**src/hw/rtl/pooling_window_tap_addresser_defines.svh**
```systemverilog
// Assertion helpers for the files that check their own logic.
// Both expect a clock named i_clk and an active-low reset named i_rst_n.
`ifndef POOLING_WINDOW_TAP_ADDRESSER_DEFINES_SVH
`define POOLING_WINDOW_TAP_ADDRESSER_DEFINES_SVH

// The consequent must hold in the same cycle as the antecedent.
`define PWTA_ASSERT_NOW(label, ante, cons) \
    label: assert property (@(posedge i_clk) disable iff (!i_rst_n) (ante) |-> (cons)) \
        else $error("%m: same-cycle check failed");

// The consequent must hold in the cycle after the antecedent.
`define PWTA_ASSERT_NEXT(label, ante, cons) \
    label: assert property (@(posedge i_clk) disable iff (!i_rst_n) (ante) |=> (cons)) \
        else $error("%m: next-cycle check failed");

`endif

```
**src/hw/rtl/pwta_pkg.sv**
```systemverilog
package pwta_pkg;

    localparam int MAX_DIM      = 256;
    localparam int MAX_CHANNELS = 256;
    localparam int MAX_WINDOW   = 8;

    localparam int CFG_W     = 9;
    localparam int CFG_IDX_W = 3;
    localparam int INDEX_W   = 24;

    localparam int QDEPTH  = 4;
    localparam int QPTR_W  = 2;
    localparam int QCOUNT_W = 3;

    localparam logic [CFG_IDX_W-1:0] REG_IMAGE_WIDTH   = 3'd0;
    localparam logic [CFG_IDX_W-1:0] REG_IMAGE_HEIGHT  = 3'd1;
    localparam logic [CFG_IDX_W-1:0] REG_CHANNEL_COUNT = 3'd2;
    localparam logic [CFG_IDX_W-1:0] REG_WINDOW_WIDTH  = 3'd3;
    localparam logic [CFG_IDX_W-1:0] REG_WINDOW_HEIGHT = 3'd4;
    localparam logic [CFG_IDX_W-1:0] REG_STEP_X        = 3'd5;
    localparam logic [CFG_IDX_W-1:0] REG_STEP_Y        = 3'd6;
    localparam logic [CFG_IDX_W-1:0] REG_BORDER_SAME   = 3'd7;

    typedef struct packed {
        logic [8:0] image_width;
        logic [8:0] image_height;
        logic [8:0] channel_count;
        logic [3:0] window_width;
        logic [3:0] window_height;
        logic [3:0] step_x;
        logic [3:0] step_y;
        logic       border_same;
    } t_cfg;

    // One classified position: either an out-of-range marker or a clipped
    // window given by its first index and its extent minus one.
    typedef struct packed {
        logic               inv;
        logic [INDEX_W-1:0] base;
        logic [2:0]         ncols_m1;
        logic [2:0]         nrows_m1;
    } t_desc;

    typedef struct packed {
        logic  valid;
        t_desc desc;
    } t_push;

    typedef enum logic {
        BK_IDLE,
        BK_RUN
    } t_back_state;

endpackage

```
**src/hw/rtl/pwta_front.sv**
```systemverilog
module pwta_front
    import pwta_pkg::*;
(
    input  logic       i_clk,
    input  logic       i_rst_n,
    input  t_cfg       i_cfg,
    input  logic       i_valid,
    input  logic [7:0] i_out_col,
    input  logic [7:0] i_out_row,
    input  logic [7:0] i_channel,
    output logic       o_stall,
    output t_push      o_push,
    input  logic       i_q_full
);

    logic        r_a_valid;
    logic [11:0] r_a_org_x;
    logic [11:0] r_a_org_y;
    logic [16:0] r_a_chh;
    logic        r_a_ch_ok;

    logic        r_b_valid;
    logic        r_b_inv;
    logic [16:0] r_b_row_start;
    logic [7:0]  r_b_x_off;
    logic [2:0]  r_b_ncols_m1;
    logic [2:0]  r_b_nrows_m1;

    logic b_free;
    logic a_free;
    logic accept;
    logic push;

    logic        cfg_ok;
    logic [3:0]  pad_w;
    logic [3:0]  pad_h;
    logic [3:0]  left;
    logic [3:0]  top;
    logic [9:0]  sum_x;
    logic [9:0]  sum_y;
    logic        fits_x;
    logic        fits_y;
    logic [12:0] win_end_x;
    logic [12:0] win_end_y;
    logic [12:0] img_end_x;
    logic [12:0] img_end_y;
    logic        pos_x_ok;
    logic        pos_y_ok;
    logic [11:0] x_lo;
    logic [11:0] y_lo;
    logic [12:0] x_hi;
    logic [12:0] y_hi;
    logic [12:0] ncols;
    logic [12:0] nrows;
    logic [11:0] x_off;
    logic [11:0] y_off;
    logic        b_inv;
    logic [25:0] base_full;

    assign push   = r_b_valid && !i_q_full;
    assign b_free = !r_b_valid || push;
    assign a_free = !r_a_valid || b_free;
    assign accept = i_valid && a_free;
    assign o_stall = !a_free;

    // Register limits; the steps have no upper bound beyond their width.
    assign cfg_ok = (i_cfg.image_width != '0) && (i_cfg.image_width <= 9'(MAX_DIM)) &&
                    (i_cfg.image_height != '0) && (i_cfg.image_height <= 9'(MAX_DIM)) &&
                    (i_cfg.channel_count != '0) &&
                    (i_cfg.channel_count <= 9'(MAX_CHANNELS)) &&
                    (i_cfg.window_width != '0) && (i_cfg.window_width <= 4'(MAX_WINDOW)) &&
                    (i_cfg.window_height != '0) && (i_cfg.window_height <= 4'(MAX_WINDOW)) &&
                    (i_cfg.step_x != '0) && (i_cfg.step_y != '0);

    always_comb begin
        pad_w = i_cfg.border_same ? (i_cfg.window_width - 4'd1) : 4'd0;
        pad_h = i_cfg.border_same ? (i_cfg.window_height - 4'd1) : 4'd0;
        left  = {1'b0, pad_w[3:1]};
        top   = {1'b0, pad_h[3:1]};

        sum_x  = {1'b0, i_cfg.image_width} + 10'(pad_w);
        sum_y  = {1'b0, i_cfg.image_height} + 10'(pad_h);
        fits_x = sum_x >= 10'(i_cfg.window_width);
        fits_y = sum_y >= 10'(i_cfg.window_height);

        // col < (sum - win) / step + 1 is the same as col * step + win <= sum.
        win_end_x = 13'(r_a_org_x) + 13'(i_cfg.window_width);
        win_end_y = 13'(r_a_org_y) + 13'(i_cfg.window_height);
        pos_x_ok  = win_end_x <= 13'(sum_x);
        pos_y_ok  = win_end_y <= 13'(sum_y);

        // Clip the window to the image, all in padded coordinates.
        img_end_x = 13'(left) + 13'(i_cfg.image_width);
        img_end_y = 13'(top) + 13'(i_cfg.image_height);
        x_lo  = (r_a_org_x > 12'(left)) ? r_a_org_x : 12'(left);
        y_lo  = (r_a_org_y > 12'(top)) ? r_a_org_y : 12'(top);
        x_hi  = (win_end_x < img_end_x) ? win_end_x : img_end_x;
        y_hi  = (win_end_y < img_end_y) ? win_end_y : img_end_y;
        ncols = x_hi - 13'(x_lo) - 13'd1;
        nrows = y_hi - 13'(y_lo) - 13'd1;
        x_off = x_lo - 12'(left);
        y_off = y_lo - 12'(top);

        b_inv = !(cfg_ok && fits_x && fits_y && pos_x_ok && pos_y_ok && r_a_ch_ok);

        base_full = 26'(r_b_row_start) * 26'(i_cfg.image_width) + 26'(r_b_x_off);

        o_push.valid         = push;
        o_push.desc.inv      = r_b_inv;
        o_push.desc.base     = base_full[INDEX_W-1:0];
        o_push.desc.ncols_m1 = r_b_ncols_m1;
        o_push.desc.nrows_m1 = r_b_nrows_m1;
    end

    always_ff @(posedge i_clk) begin
        if (!i_rst_n) begin
            r_a_valid <= 1'b0;
            r_b_valid <= 1'b0;
        end else begin
            if (a_free) begin
                r_a_valid <= i_valid;
            end
            if (b_free) begin
                r_b_valid <= r_a_valid;
            end
        end
    end

    always_ff @(posedge i_clk) begin
        if (accept) begin
            r_a_org_x <= 12'(i_out_col) * 12'(i_cfg.step_x);
            r_a_org_y <= 12'(i_out_row) * 12'(i_cfg.step_y);
            r_a_chh   <= 17'(i_channel) * 17'(i_cfg.image_height);
            r_a_ch_ok <= 9'(i_channel) < i_cfg.channel_count;
        end
        if (b_free && r_a_valid) begin
            r_b_inv       <= b_inv;
            r_b_row_start <= r_a_chh + 17'(y_off);
            r_b_x_off     <= x_off[7:0];
            r_b_ncols_m1  <= ncols[2:0];
            r_b_nrows_m1  <= nrows[2:0];
        end
    end

endmodule

```
**src/hw/rtl/pwta_queue.sv**
```systemverilog
module pwta_queue
    import pwta_pkg::*;
(
    input  logic  i_clk,
    input  logic  i_rst_n,
    input  t_push i_push,
    input  logic  i_pop,
    output t_desc o_head,
    output logic  o_full,
    output logic  o_empty
);

    t_desc                r_mem [QDEPTH];
    logic [QPTR_W-1:0]    r_wr_ptr;
    logic [QPTR_W-1:0]    r_rd_ptr;
    logic [QCOUNT_W-1:0]  r_count;
    logic [QPTR_W-1:0]    n_wr_ptr;
    logic [QPTR_W-1:0]    n_rd_ptr;
    logic [QCOUNT_W-1:0]  n_count;

    assign o_full  = r_count == QCOUNT_W'(QDEPTH);
    assign o_empty = r_count == '0;
    assign o_head  = r_mem[r_rd_ptr];

    always_comb begin
        n_wr_ptr = r_wr_ptr;
        n_rd_ptr = r_rd_ptr;
        n_count  = r_count;
        if (i_push.valid) begin
            n_wr_ptr = r_wr_ptr + QPTR_W'(1);
        end
        if (i_pop) begin
            n_rd_ptr = r_rd_ptr + QPTR_W'(1);
        end
        case ({i_push.valid, i_pop})
            2'b10:   n_count = r_count + QCOUNT_W'(1);
            2'b01:   n_count = r_count - QCOUNT_W'(1);
            default: n_count = r_count;
        endcase
    end

    always_ff @(posedge i_clk) begin
        if (!i_rst_n) begin
            r_wr_ptr <= '0;
            r_rd_ptr <= '0;
            r_count  <= '0;
        end else begin
            r_wr_ptr <= n_wr_ptr;
            r_rd_ptr <= n_rd_ptr;
            r_count  <= n_count;
        end
    end

    always_ff @(posedge i_clk) begin
        if (i_push.valid) begin
            r_mem[r_wr_ptr] <= i_push.desc;
        end
    end

endmodule

```
**src/hw/rtl/pwta_back.sv**
```systemverilog
module pwta_back
    import pwta_pkg::*;
(
    input  logic               i_clk,
    input  logic               i_rst_n,
    input  t_cfg               i_cfg,
    input  t_desc              i_head,
    input  logic               i_empty,
    output logic               o_pop,
    output logic               o_valid,
    input  logic               i_stall,
    output logic [INDEX_W-1:0] o_tap_index,
    output logic               o_tap_valid,
    output logic               o_last_tap
);

    t_back_state        r_state;
    t_back_state        n_state;
    logic               r_inv;
    logic [INDEX_W-1:0] r_idx;
    logic [INDEX_W-1:0] r_row_base;
    logic [2:0]         r_ncols_m1;
    logic [2:0]         r_col_cnt;
    logic [2:0]         r_row_cnt;
    logic               r_out_valid;
    logic [INDEX_W-1:0] r_out_index;
    logic               r_out_tap_valid;
    logic               r_out_last;

    logic               n_inv;
    logic [INDEX_W-1:0] n_idx;
    logic [INDEX_W-1:0] n_row_base;
    logic [2:0]         n_ncols_m1;
    logic [2:0]         n_col_cnt;
    logic [2:0]         n_row_cnt;
    logic               n_out_valid;

    logic               out_free;
    logic               emit;
    logic               is_last;
    logic [INDEX_W-1:0] next_row;

    assign out_free = !r_out_valid || !i_stall;
    assign is_last  = r_inv || ((r_col_cnt == '0) && (r_row_cnt == '0));
    assign emit     = (r_state == BK_RUN) && out_free;
    assign next_row = r_row_base + INDEX_W'(i_cfg.image_width);

    always_comb begin
        n_state     = r_state;
        o_pop       = 1'b0;
        n_inv       = r_inv;
        n_idx       = r_idx;
        n_row_base  = r_row_base;
        n_ncols_m1  = r_ncols_m1;
        n_col_cnt   = r_col_cnt;
        n_row_cnt   = r_row_cnt;
        n_out_valid = r_out_valid && i_stall;

        case (r_state)
            BK_IDLE: begin
                if (!i_empty) begin
                    o_pop   = 1'b1;
                    n_state = BK_RUN;
                end
            end
            BK_RUN: begin
                if (emit) begin
                    n_out_valid = 1'b1;
                    if (is_last) begin
                        // Chain straight into the next position when one waits.
                        o_pop   = !i_empty;
                        n_state = i_empty ? BK_IDLE : BK_RUN;
                    end else if (r_col_cnt != '0) begin
                        n_idx     = r_idx + INDEX_W'(1);
                        n_col_cnt = r_col_cnt - 3'd1;
                    end else begin
                        n_row_base = next_row;
                        n_idx      = next_row;
                        n_col_cnt  = r_ncols_m1;
                        n_row_cnt  = r_row_cnt - 3'd1;
                    end
                end
            end
            default: begin
                n_state = BK_IDLE;
            end
        endcase

        if (o_pop) begin
            n_inv      = i_head.inv;
            n_idx      = i_head.base;
            n_row_base = i_head.base;
            n_ncols_m1 = i_head.ncols_m1;
            n_col_cnt  = i_head.ncols_m1;
            n_row_cnt  = i_head.nrows_m1;
        end
    end

    always_ff @(posedge i_clk) begin
        if (!i_rst_n) begin
            r_state     <= BK_IDLE;
            r_out_valid <= 1'b0;
        end else begin
            r_state     <= n_state;
            r_out_valid <= n_out_valid;
        end
    end

    always_ff @(posedge i_clk) begin
        r_inv      <= n_inv;
        r_idx      <= n_idx;
        r_row_base <= n_row_base;
        r_ncols_m1 <= n_ncols_m1;
        r_col_cnt  <= n_col_cnt;
        r_row_cnt  <= n_row_cnt;
        if (emit) begin
            r_out_index     <= r_inv ? '0 : r_idx;
            r_out_tap_valid <= !r_inv;
            r_out_last      <= is_last;
        end
    end

    assign o_valid     = r_out_valid;
    assign o_tap_index = r_out_index;
    assign o_tap_valid = r_out_tap_valid;
    assign o_last_tap  = r_out_last;

endmodule

```
**src/hw/rtl/pooling_window_tap_addresser.sv**
```systemverilog
// Pooling window tap addresser.
// Input channel (i_valid / o_stall) takes one pooling output position per beat:
// column, row and channel. Output channel (o_valid / i_stall) gives one beat per
// window tap inside the image, in row-major window order, each carrying the
// linear input index; the final beat of a position has o_last_tap set. A position
// that is out of range, or any position under a configuration with no outputs,
// gives a single beat with o_tap_valid low, index zero and o_last_tap set.
// On its way to the output an item passes the two front-end stages and the queue,
// is popped into the back-end tap counter, and each beat is registered at the output.
// The tap counter emits one output beat per cycle while the receiver does not stall,
// one for each tap of an item (a single beat for an out-of-range position), and
// chains straight into the next item when one waits in the queue. The front end
// classifies in two stages and hands off through a four-entry queue, so it keeps
// taking items while the back end is busy.
// Configuration is written through i_cfg_we / i_cfg_index / i_cfg_data; the user must
// write it only while idle, as the block does not enforce this. Reset restores the
// default registers and empties the stages and the queue. When the receiver stalls,
// the output beat holds, the back end waits, the queue fills and then o_stall rises.
`include "pooling_window_tap_addresser_defines.svh"

module pooling_window_tap_addresser
    import pwta_pkg::*;
(
    input  logic                 i_clk,
    input  logic                 i_rst_n,
    input  logic                 i_cfg_we,
    input  logic [CFG_IDX_W-1:0] i_cfg_index,
    input  logic [CFG_W-1:0]     i_cfg_data,
    input  logic                 i_valid,
    output logic                 o_stall,
    input  logic [7:0]           i_out_col,
    input  logic [7:0]           i_out_row,
    input  logic [7:0]           i_channel,
    output logic                 o_valid,
    input  logic                 i_stall,
    output logic [INDEX_W-1:0]   o_tap_index,
    output logic                 o_tap_valid,
    output logic                 o_last_tap
);

    t_cfg  r_cfg;
    t_push push;
    t_desc q_head;
    logic  q_full;
    logic  q_empty;
    logic  q_pop;

    always_ff @(posedge i_clk) begin
        if (!i_rst_n) begin
            r_cfg.image_width   <= 9'd1;
            r_cfg.image_height  <= 9'd1;
            r_cfg.channel_count <= 9'd1;
            r_cfg.window_width  <= 4'd2;
            r_cfg.window_height <= 4'd2;
            r_cfg.step_x        <= 4'd2;
            r_cfg.step_y        <= 4'd2;
            r_cfg.border_same   <= 1'b0;
        end else if (i_cfg_we) begin
            case (i_cfg_index)
                REG_IMAGE_WIDTH:   r_cfg.image_width   <= i_cfg_data;
                REG_IMAGE_HEIGHT:  r_cfg.image_height  <= i_cfg_data;
                REG_CHANNEL_COUNT: r_cfg.channel_count <= i_cfg_data;
                REG_WINDOW_WIDTH:  r_cfg.window_width  <= i_cfg_data[3:0];
                REG_WINDOW_HEIGHT: r_cfg.window_height <= i_cfg_data[3:0];
                REG_STEP_X:        r_cfg.step_x        <= i_cfg_data[3:0];
                REG_STEP_Y:        r_cfg.step_y        <= i_cfg_data[3:0];
                REG_BORDER_SAME:   r_cfg.border_same   <= i_cfg_data[0];
                default: begin
                end
            endcase
        end
    end

    pwta_front u_front (
        .i_clk     (i_clk),
        .i_rst_n   (i_rst_n),
        .i_cfg     (r_cfg),
        .i_valid   (i_valid),
        .i_out_col (i_out_col),
        .i_out_row (i_out_row),
        .i_channel (i_channel),
        .o_stall   (o_stall),
        .o_push    (push),
        .i_q_full  (q_full)
    );

    pwta_queue u_queue (
        .i_clk   (i_clk),
        .i_rst_n (i_rst_n),
        .i_push  (push),
        .i_pop   (q_pop),
        .o_head  (q_head),
        .o_full  (q_full),
        .o_empty (q_empty)
    );

    pwta_back u_back (
        .i_clk       (i_clk),
        .i_rst_n     (i_rst_n),
        .i_cfg       (r_cfg),
        .i_head      (q_head),
        .i_empty     (q_empty),
        .o_pop       (q_pop),
        .o_valid     (o_valid),
        .i_stall     (i_stall),
        .o_tap_index (o_tap_index),
        .o_tap_valid (o_tap_valid),
        .o_last_tap  (o_last_tap)
    );

    `PWTA_ASSERT_NOW(a_inv_beat_is_last, o_valid && !o_tap_valid, o_last_tap && (o_tap_index == '0))
    `PWTA_ASSERT_NOW(a_push_has_room, push.valid, !q_full)
    `PWTA_ASSERT_NOW(a_pop_has_entry, q_pop, !q_empty)
    `PWTA_ASSERT_NEXT(a_step_x_write, i_cfg_we && (i_cfg_index == REG_STEP_X), r_cfg.step_x == $past(i_cfg_data[3:0]))

endmodule
```
**config.mk**
```make
export PLATFORM = sky130hd
export DESIGN_NAME = pooling_window_tap_addresser
export DESIGN_NICKNAME = d
export VERILOG_FILES = /design/src/hw/rtl/pwta_pkg.sv /design/src/hw/rtl/pwta_front.sv /design/src/hw/rtl/pwta_queue.sv /design/src/hw/rtl/pwta_back.sv /design/src/hw/rtl/pooling_window_tap_addresser.sv
export VERILOG_INCLUDE_DIRS = /design/src /design/src/hw/rtl
export SDC_FILE = /design/constraint.sdc
export NUM_CORES = 1
export LEC_CHECK = 0
export BUFFER_PORTS_ARGS = -buffer_cell sky130_fd_sc_hd__buf_2
export CORE_MARGIN = 2
export CORE_UTILIZATION = 70
export CTS_CLUSTER_DIAMETER = 40
export DETAILED_ROUTE_END_ITERATION = 8
export PLACE_DENSITY_LB_ADDON = 0.2
export SLEW_MARGIN = 20
export SYNTH_ARGS = -nofsm -noshare
export SYNTH_HDL_FRONTEND = slang
export SYNTH_SLANG_ARGS = --single-unit
```
**constraint.sdc**
```tcl
create_clock -name i_clk -period 15.4 [get_ports i_clk]
set_clock_uncertainty 0.15 [all_clocks]
set_input_delay 0.77 -clock i_clk [delete_from_list [all_inputs] [get_ports i_clk]]
set_output_delay 0.77 -clock i_clk [all_outputs]
set_load 0.02 [all_outputs]
```
# After elaboration in Yosys (flattened, before gate mapping)
# Memories as Yosys holds them, arrays and structs flattened. A register that Yosys moved wholly into a read port is not among the register bits.
# Index checks and enable logic that the tools add are counted.
# op_classes
n_mul	4
mux	40
add_sub_neg	24
eq_ne	12
order_cmp	14
bitwise	1
n_reduce_logical	60
# op_table
op	count
24-bit two-way mux	10
3-bit two-way mux	12
9-bit less-or-equal comparator (second input constant)	3
9-bit nonzero test	3
12-bit by 4-bit adder with 13-bit output	2
13-bit by 10-bit less-or-equal comparator with 1-bit output	2
13-bit by 10-bit less-than comparator with 1-bit output	2
24-bit by 1-bit adder with 24-bit output (second input constant)	1
24-bit by 8-bit adder with 24-bit output	1
24-bit by 9-bit adder with 24-bit output	1
12-bit by 3-bit greater-than comparator with 1-bit output	2
17-bit by 9-bit multiplier with 24-bit output	1
8-bit by 4-bit multiplier with 12-bit output	2
1-bit logical AND	22
3-bit by 9-bit adder with 10-bit output	2
9-bit by 4-bit adder with 10-bit output	2
10-bit by 4-bit greater-or-equal comparator with 1-bit output	2
17-bit by 12-bit adder with 17-bit output	1
8-bit by 9-bit multiplier with 17-bit output	1
2-bit AND reduction	8
4-bit nonzero test	4
3-bit == test (second input constant)	5
3-bit by 1-bit subtractor with 3-bit output (second input constant)	5
3-bit zero test	4
other kinds (27)	57
# word_totals
regBits	213
ram_bits	124
mem_count	1
inputBits	41
out_inout_bits	28
elab_cells	189
# memory_table
memory	words	width	rd	rd_ports_with_merged_regs	wr	line	rtl
u_queue.r_mem	4	31	1	1	1	pwta_queue.sv:13	t_desc r_mem [QDEPTH];

# Depth between registers and ports, before layout
# Gate-level depths: netlist of run 1.
# depth
word_depth	18
ltp_mapped	25
mapped_depth_nobuf	25

# By module
# Synthesis of run 1 repeated with hierarchy kept, for this count alone.
# hier_totals
hier_cells	2526
area_unflattened_um2	27059.7
# modules_own_cells
mod	seq_area_each_um2	area_per_inst_um2	cells_each	instances
pwta_front	2262.2	15582.4	1701	1
pwta_queue	3903.7	4924.7	207	1
pwta_back	2562.5	4845.9	452	1
pooling_window_tap_addresser	880.8	1706.6	166	1

# Worst setup path after synthesis of run 1
# No wires, ideal clock.
# synth_path
path_kind	reg-to-reg
startpoint	register r_cfg[36] (netlist name)
endpoint	memory u_queue.r_mem[0][25] (netlist name) (data pin)
path_buffers	2
t_required_ns	14.970
setup_time_ns	0.280
path_slack_ns	9.844
arrival_time_ns	5.126
stages_incl_launch_ff	18
period_less_slack_ns	5.556
path_cell_list	dfxtp_1 > clkbuf_1 > buf_1 > nand2_1 > fa_1 > inv_1 > fa_1 > fa_1 > fa_1 > ha_1 > ha_1 > a2111oi_0 > o21a_1 > a211o_1 > a31o_2 > nor2_1 > o41ai_1 > xnor2_1
# synth_lines
item	line	rtl
start: declaration	pooling_window_tap_addresser.sv:41	t_cfg r_cfg;
end: declaration	pwta_queue.sv:13	

==> results of run 1 <==
where the power goes:
group	switching (mW)	total, mW	internal, mW
clock	0.458	1.15	0.694
combinational	0.719	1.16	0.445
sequential	0.156	1.43	1.27
layout make-up:
cell class / instances / area share
Sequential cell: 339 / 0.326
Antenna cell: 1 / 0.0000848
Clock buffer: 57 / 0.0454
Multi-Input combinational cell: 1862 / 0.546
Clock inverter: 36 / 0.0134
Inverter: 249 / 0.0317
Tap cell: 511 / 0.0217
Timing Repair Buffer: 86 / 0.0161
layout by cell type, fill, tap and decap left out, types with 10 or more instances in the layout:
| cell type | count |
|---|---|
| inv_1 | 249 |
| nor2b_1 | 71 |
| a21boi_0 | 26 |
| nand3_1 | 57 |
| nor4_1 | 17 |
| edfxtp_1 | 282 |
| or3_1 | 15 |
| inv_6 | 11 |
| a211oi_1 | 10 |
| a21oi_1 | 98 |
| dfxtp_1 | 56 |
| a21o_1 | 45 |
| o21ai_0 | 65 |
| nand2b_1 | 15 |
| fa_1 | 188 |
| buf_4 | 18 |
| o21bai_1 | 14 |
| o211ai_1 | 14 |
| xnor2_1 | 102 |
| nand4_1 | 15 |
| and2_1 | 136 |
| nand2_1 | 307 |
| mux2_2 | 11 |
| clkbuf_16 | 52 |
| nor3_1 | 31 |
| o21a_1 | 28 |
| and3_1 | 18 |
| xor2_1 | 75 |
| nor2_1 | 87 |
| buf_2 | 68 |
| mux2i_1 | 29 |
| mux4_2 | 29 |
| ha_1 | 250 |
routing by layer:
metal,vias to the layer above,wire [um],GRT usage
li1,8878,-,-
met1,9450,24700,0.392
met2,814,31900,0.563
met3,204,4020,0.0474
met4,0,3000,0.161
met5,-,0,0
synthesized netlist by cell type (all sizes together) (10+ instances only):
cell / n / area share
edfxtp: 282 / 0.31
a21o: 45 / 0.012
o211ai: 14 / 0.0039
mux2i: 29 / 0.011
inv: 249 / 0.035
nor2b: 74 / 0.017
o21ai: 67 / 0.012
nand2b: 15 / 0.0035
nor3: 32 / 0.0063
mux2: 11 / 0.0046
a21boi: 27 / 0.0075
a211oi: 10 / 0.0028
xor2: 75 / 0.024
o21a: 28 / 0.0078
nand4: 15 / 0.0035
ha: 250 / 0.12
and2: 136 / 0.031
xnor2: 102 / 0.033
buf: 33 / 0.0059
nor2: 87 / 0.012
mux4: 29 / 0.024
a21oi: 99 / 0.018
and3: 19 / 0.0044
clkbuf: 70 / 0.0097
fa: 188 / 0.14
nand2: 308 / 0.043
nor4: 18 / 0.0044
or3: 15 / 0.0035
o21bai: 14 / 0.0039
nand3: 57 / 0.011
dfxtp: 57 / 0.042
per-stage QoR:
stage	cells	utilization	hold WS [ps]	instance area (sq um)
floorplan	2553	-	296	27000
global placement	3047	0.733	308	27800
detailed placement	3047	0.733	314	27800
CTS	3140	0.779	265	29500
global route	3140	0.779	275	29500
finish	3141	0.779	283	29500
cells by family (layout without fill, tap and decap cells):
| family | count (synthesis) | in the layout | share of synthesized area |
|---|---|---|---|
| DFF | 339 | 339 | 0.355 |
| other | 0 | 1 | 0 |
| and+or+nand+nor | 803 | 803 | 0.148 |
| adders and majority gates | 438 | 438 | 0.255 |
| muxes | 69 | 69 | 0.0395 |
| buffers and inverters | 352 | 428 | 0.0502 |
| AOI/OAI and AO/OA | 373 | 373 | 0.0929 |
| xor gates and xnor gates | 179 | 179 | 0.0590 |
worst max-delay path: stages, from the launching register on:
cell and delay, ps:
dfxtp_1 950, nand2_1 190, fa_1 550, fa_1 540
inv_1 60, fa_1 500, fa_1 500, ha_1 310
ha_1 360, a2111oi_0 520, o21a_1 190, a211o_1 140
a31o_2 250, nor2_1 80, o41ai_1 420, xnor2_1 220
flip-flops by register name, summed over array words and instances (netlist names), 2 cells and up, named ones only:
| signal | count |
|---|---|
| u_queue.r_mem | 124 |
| r_cfg | 44 |
| u_back.o_tap_index | 24 |
| u_back.r_idx | 24 |
| u_back.r_row_base | 24 |
| u_front.r_a_chh | 17 |
| u_front.r_b_row_start | 17 |
| u_front.r_a_org_x | 12 |
| u_front.r_a_org_y | 12 |
| u_front.r_b_x_off | 8 |
| u_back.r_col_cnt | 3 |
| u_back.r_ncols_m1 | 3 |
| u_back.r_row_cnt | 3 |
| u_front.r_b_ncols_m1 | 3 |
| u_front.r_b_nrows_m1 | 3 |
| u_queue.r_count | 3 |
| u_queue.r_rd_ptr | 2 |
| u_queue.r_wr_ptr | 2 |
worst max path at each step:
stage / startpoint / endpoint / slack, ps / depth (start not counted)
2_1_floorplan: r_cfg[36]$_SDFFE_PN0P_ / u_queue.r_mem[0][25]$_DFFE_PP_ / 9840 / 17
3_3_place_gp: r_cfg[43]$_SDFFE_PN0P_ / u_queue.r_mem[0][27]$_DFFE_PP_ / 9550 / 15
3_5_place_dp: r_cfg[43]$_SDFFE_PN0P_ / u_queue.r_mem[1][25]$_DFFE_PP_ / 9260 / 15
4_1_cts: r_cfg[43]$_SDFFE_PN0P_ / u_queue.r_mem[1][25]$_DFFE_PP_ / 9190 / 15
5_1_grt: r_cfg[10]$_SDFFE_PN1P_ / u_front.r_b_row_start[14]$_DFFE_PP_ / 8820 / 24
6_report: r_cfg[43]$_SDFFE_PN0P_ / u_queue.r_mem[1][25]$_DFFE_PP_ / 9190 / 15
==> summary.txt, run 1 <==
status -> finished clean
Tightest Pin Transition -> 979 ps
pin count of the biggest net entering global routing -> 62
DRT Pass-1 Iters -> 8
Die Wd -> 201 um
Hold-fix buffers, CTS -> 0
Tot Pwr -> 3.74 mW
Routed Antenna Nets -> 0
vias in the first global route -> 20200
CTS Buffer Depth -> 3
Initial DRC Count -> 1406
Top Ports -> 69
share of cells above drive strength 1 -> 0.0917
Remaining DRCs -> 0
Post-CTS Setup Repair Bufs -> 0
Post-synth EDFFs -> 282
flops & latches, synth -> 339
Peak Freq -> 161 MHz
hold violation count in the final report -> 0
root buffer cell -> clkbuf_16
gpl congestion -> 0.941
initial antenna violation count -> 0
FF-to-FF Start -> r_cfg[43]$_SDFFE_PN0P_
PwrDens -> 127 mW/mm^2
Worst setup SP type -> flop
Multi-input gate area -> 0.0161 sq mm
Global Route Usage Sum -> 0.322
die height -> 201 um
Vias -> 19300
post-CTS sizing -> 0
Syn Nets -> 3032
Synth async-reset ratio -> 0
H-tree Lvls -> 2
Cell Rows -> 71
RSZ-0062 raised after global routing -> false
number of warnings issued by yosys -> 0
final setup violation count -> 0
reg2reg setup slack -> 9190 ps
Clock Pin Slew Worst Setup and Hold Paths -> 60 ps
final worst path period need -> 6210 ps
Reg area -> 0.00961 sq mm
hpwl dp -> 46400 um
Worst EP arrival -> 6380 ps
GRT overflow -> 0
HP Class -> primary input to flop
kind of critical path -> flop to flop
Max-cap violations -> 0
R2R cell count -> 15
CTS tree -> yes
dpl ws -> 9260 ps
final-layout fill cell count -> 2383
setup TNS -> 0 ps
RR Endpoint -> u_queue.r_mem[1][25]$_DFFE_PP_
max-slew violations -> 0
total core area -> 0.0378 sq mm
Final #Nets -> 3067
Max-slew headroom -> 0.347
Crit. End Element -> flop
area grow syn2layout -> 9.07%
Worst Hold Endpoint -> u_front.r_a_valid$_SDFFE_PN0N_
Peak VDD IR -> 104 uV
library cells used by synthesis -> 77
setup slack after layout -> 9190 ps
worst hold stages -> 2
CP required -> 15570 ps
Final Cycle Share -> 0.403
Buffers on Ports -> 68
Crit Path Max Fanout -> 23
Total Wirelength -> 63600 um
min-delay src -> i_valid
die area -> 0.0402 sq mm
total CTS buffers -> 50
Main synth FF type -> edfxtp_1
Post-Syn Area -> 0.0270 sq mm
via/cell ratio -> 6.16
post-synthesis sequential area ratio -> 0.355
Syn Area/Cell -> 10.6 sq um
Sink Count -> 339
leakage -> 12.8 nW
WL/cell -> 20.3 um
initial core utilization -> 0.715
Syn Inst Count -> 2553
global-route wire length before repair -> 103000 um
Skew-Pair Late Insertion Delay -> 610 ps
Note: power is estimated with default switching activity, not from simulation.
==> run 2: changes to the inputs <==
- CORE_UTILIZATION: 70 -> 58
- clock period: 15.4 -> 5.5 ns (I/O delays scaled with it)
==> summary.txt, run 2 (synthesis gave the netlist of run 1 again) <==
status -> finished clean
Worst setup SP type -> flop
leakage -> 13.2 nW (+3.6%)
Vias -> 19100 (-1.0%)
H-tree Lvls -> 2 (unchanged)
reg2reg setup slack -> 1 ps (-9190 ps)
Buffers on Ports -> 68 (unchanged)
CTS tree -> yes
PwrDens -> 341 mW/mm^2 (+170%)
die height -> 220 um (+9.7%)
RSZ-0062 raised after global routing -> true
HP Class -> primary input to flop
max FFs per register -> 124 (unchanged)
Cell Rows -> 79 (+11%)
antenna cells -> 0 (-1)
initial core utilization -> 0.585 (-0.130)
setup slack after layout -> 1.12 ps (-9190 ps)
Initial DRC Count -> 1052 (-25%)
Max-cap violations -> 0 (unchanged)
dpl cells -> 3191 (+4.7%)
Worst EP arrival -> 5660 ps (-720 ps)
vias in the first global route -> 19400 (-3.9%)
Tot Pwr -> 10.4 mW (+180%)
Top Ports -> 69 (unchanged)
Sink Count -> 339 (unchanged)
Clock Pin Slew Worst Setup and Hold Paths -> 50 ps (about the same)
Tightest Pin Transition -> 943 ps (-35.8 ps)
worst stage delay on the critical path -> 420 ps (-530 ps)
dpl ws -> -209 ps (-9460 ps)
Crit. End Element -> flop
die area -> 0.0484 sq mm (+20%)
crit path max-delay cell type -> or3_4
non-filler cells, final -> 3318 (+5.6%)
Final Cycle Share -> 1.00 (+0.596)
Remaining DRCs -> 0 (unchanged)
hpwl dp -> 47200 um (+1.9%)
most frequent cells in the layout -> 307 x nand2_1, 282 x edfxtp_1, 245 x inv_1, 245 x ha_1, 187 x fa_1
share of cells above drive strength 1 -> 0.129 (+0.0371)
Skew-Pair Late Insertion Delay -> 590 ps (-20 ps)
Die Wd -> 220 um (+9.7%)
CTS Buffer Depth -> 3 (unchanged)
commonest non-fill, non-tap cell in the layout -> nand2_1
max-slew violations -> 0 (unchanged)
total CTS buffers -> 50 (unchanged)
register with the most flip-flops -> u_queue.r_mem
setup TNS -> 0 ps (unchanged)
WL/cell -> 18.6 um (-8.1%)
Routed Antenna Nets -> 0 (unchanged)
Largest regs -> u_queue.r_mem (124), r_cfg (44)
via/cell ratio -> 5.77 (-6.3%)
kind of critical path -> flop to flop
GRT overflow -> 0 (unchanged)
total core area -> 0.0463 sq mm (+22%)
global-route wire length before repair -> 100000 um (-3.3%)
hold violation count in the final report -> 0 (unchanged)
root buffer cell -> clkbuf_16
area grow syn2layout -> 12.9%
initial antenna violation count -> 1 (+1)
Global Route Usage Sum -> 0.263 (-0.0597)
final setup violation count -> 0 (unchanged)
pin count of the biggest net entering global routing -> 61 (-1.6%)
Max-slew headroom -> 0.366 (+0.0190)
Crit path max-delay family -> compound AO/OA/AOI/OAI gates
Peak VDD IR -> 421 uV (+300%)
final-layout fill cell count -> 3511 (+47%)
Peak Freq -> 182 MHz (+13%)
worst path bufs/invs -> 4 (+3)
gpl congestion -> 0.949 (+0.81%)
Final #Nets -> 3148 (+2.6%)
final worst path period need -> 5500 ps (-714 ps)
DRT Pass-1 Iters -> 7 (-1)
Crit Path Max Fanout -> 4 (-83%)
CP required -> 5660 ps (-9910 ps)
Total Wirelength -> 61800 um (-2.9%)
[run 2: cell type report]
cell class              instances  area, sq um  share of cell area
flip-flops and latches        339         9620               0.315
clock inverters                35          345              0.0113
inverters                     249          935              0.0306
repair buffers                167         1180              0.0386
well taps                     607          759              0.0249
multi-input cells            1862        16400               0.536
clock buffers                  59         1350              0.0441
[run 2: where the power goes]
group | switching, mW | total [mW] | internal [mW] | leakage (nW)
Sequential | 0.429 | 3.98 | 3.55 | 3.10
Combinational | 1.97 | 3.29 | 1.32 | 9.31
Clock | 1.27 | 3.13 | 1.86 | 0.821
[run 2: worst paths after layout]
path,startpoint,cells after the start,end
hold reg to reg,u_front.r_a_valid$_SDFFE_PN0N_,1,u_front.r_b_valid$_SDFFE_PN0P_
setup reg to reg,r_cfg[10]$_SDFFE_PN1P_,25,u_front.r_b_row_start[15]$_DFFE_PP_
hold / removal,i_out_row[1],3,u_front.r_a_org_y[1]$_DFFE_PP_
setup / recovery,r_cfg[10]$_SDFFE_PN1P_,25,u_front.r_b_row_start[15]$_DFFE_PP_
[run 2: through the flow]
step	util	cell area (sq um)	hold WS [ps]
after floorplan	-	27000	249
after global placement	0.611	28300	307
after detailed placement	0.611	28300	314
after CTS	0.652	30200	16.9
after global routing	0.660	30500	55.3
final	0.660	30500	46.8
[run 2: metal layers]
layer / vias up / share of wire / track usage
li1: 9044 / - / -
met1: 9351 / 0.41 / 0.327
met2: 601 / 0.50 / 0.466
met3: 148 / 0.048 / 0.0300
met4: 0 / 0.040 / 0.104
met5: - / 0 / 0
[run 2: repair_timing]
action                     in CTS  in global routing
pin swaps                       0                 23
hold endpoints to repair       47                  0
resized for setup               3                 63
setup endpoints to repair      18                 48
hold buffers                   17                  0
buffers inserted                2                 14
[run 2: tightest hold or removal path, cell delays in order]
cell and delay [ps]:
buf_2 110, and2_1 130, ha_1 160
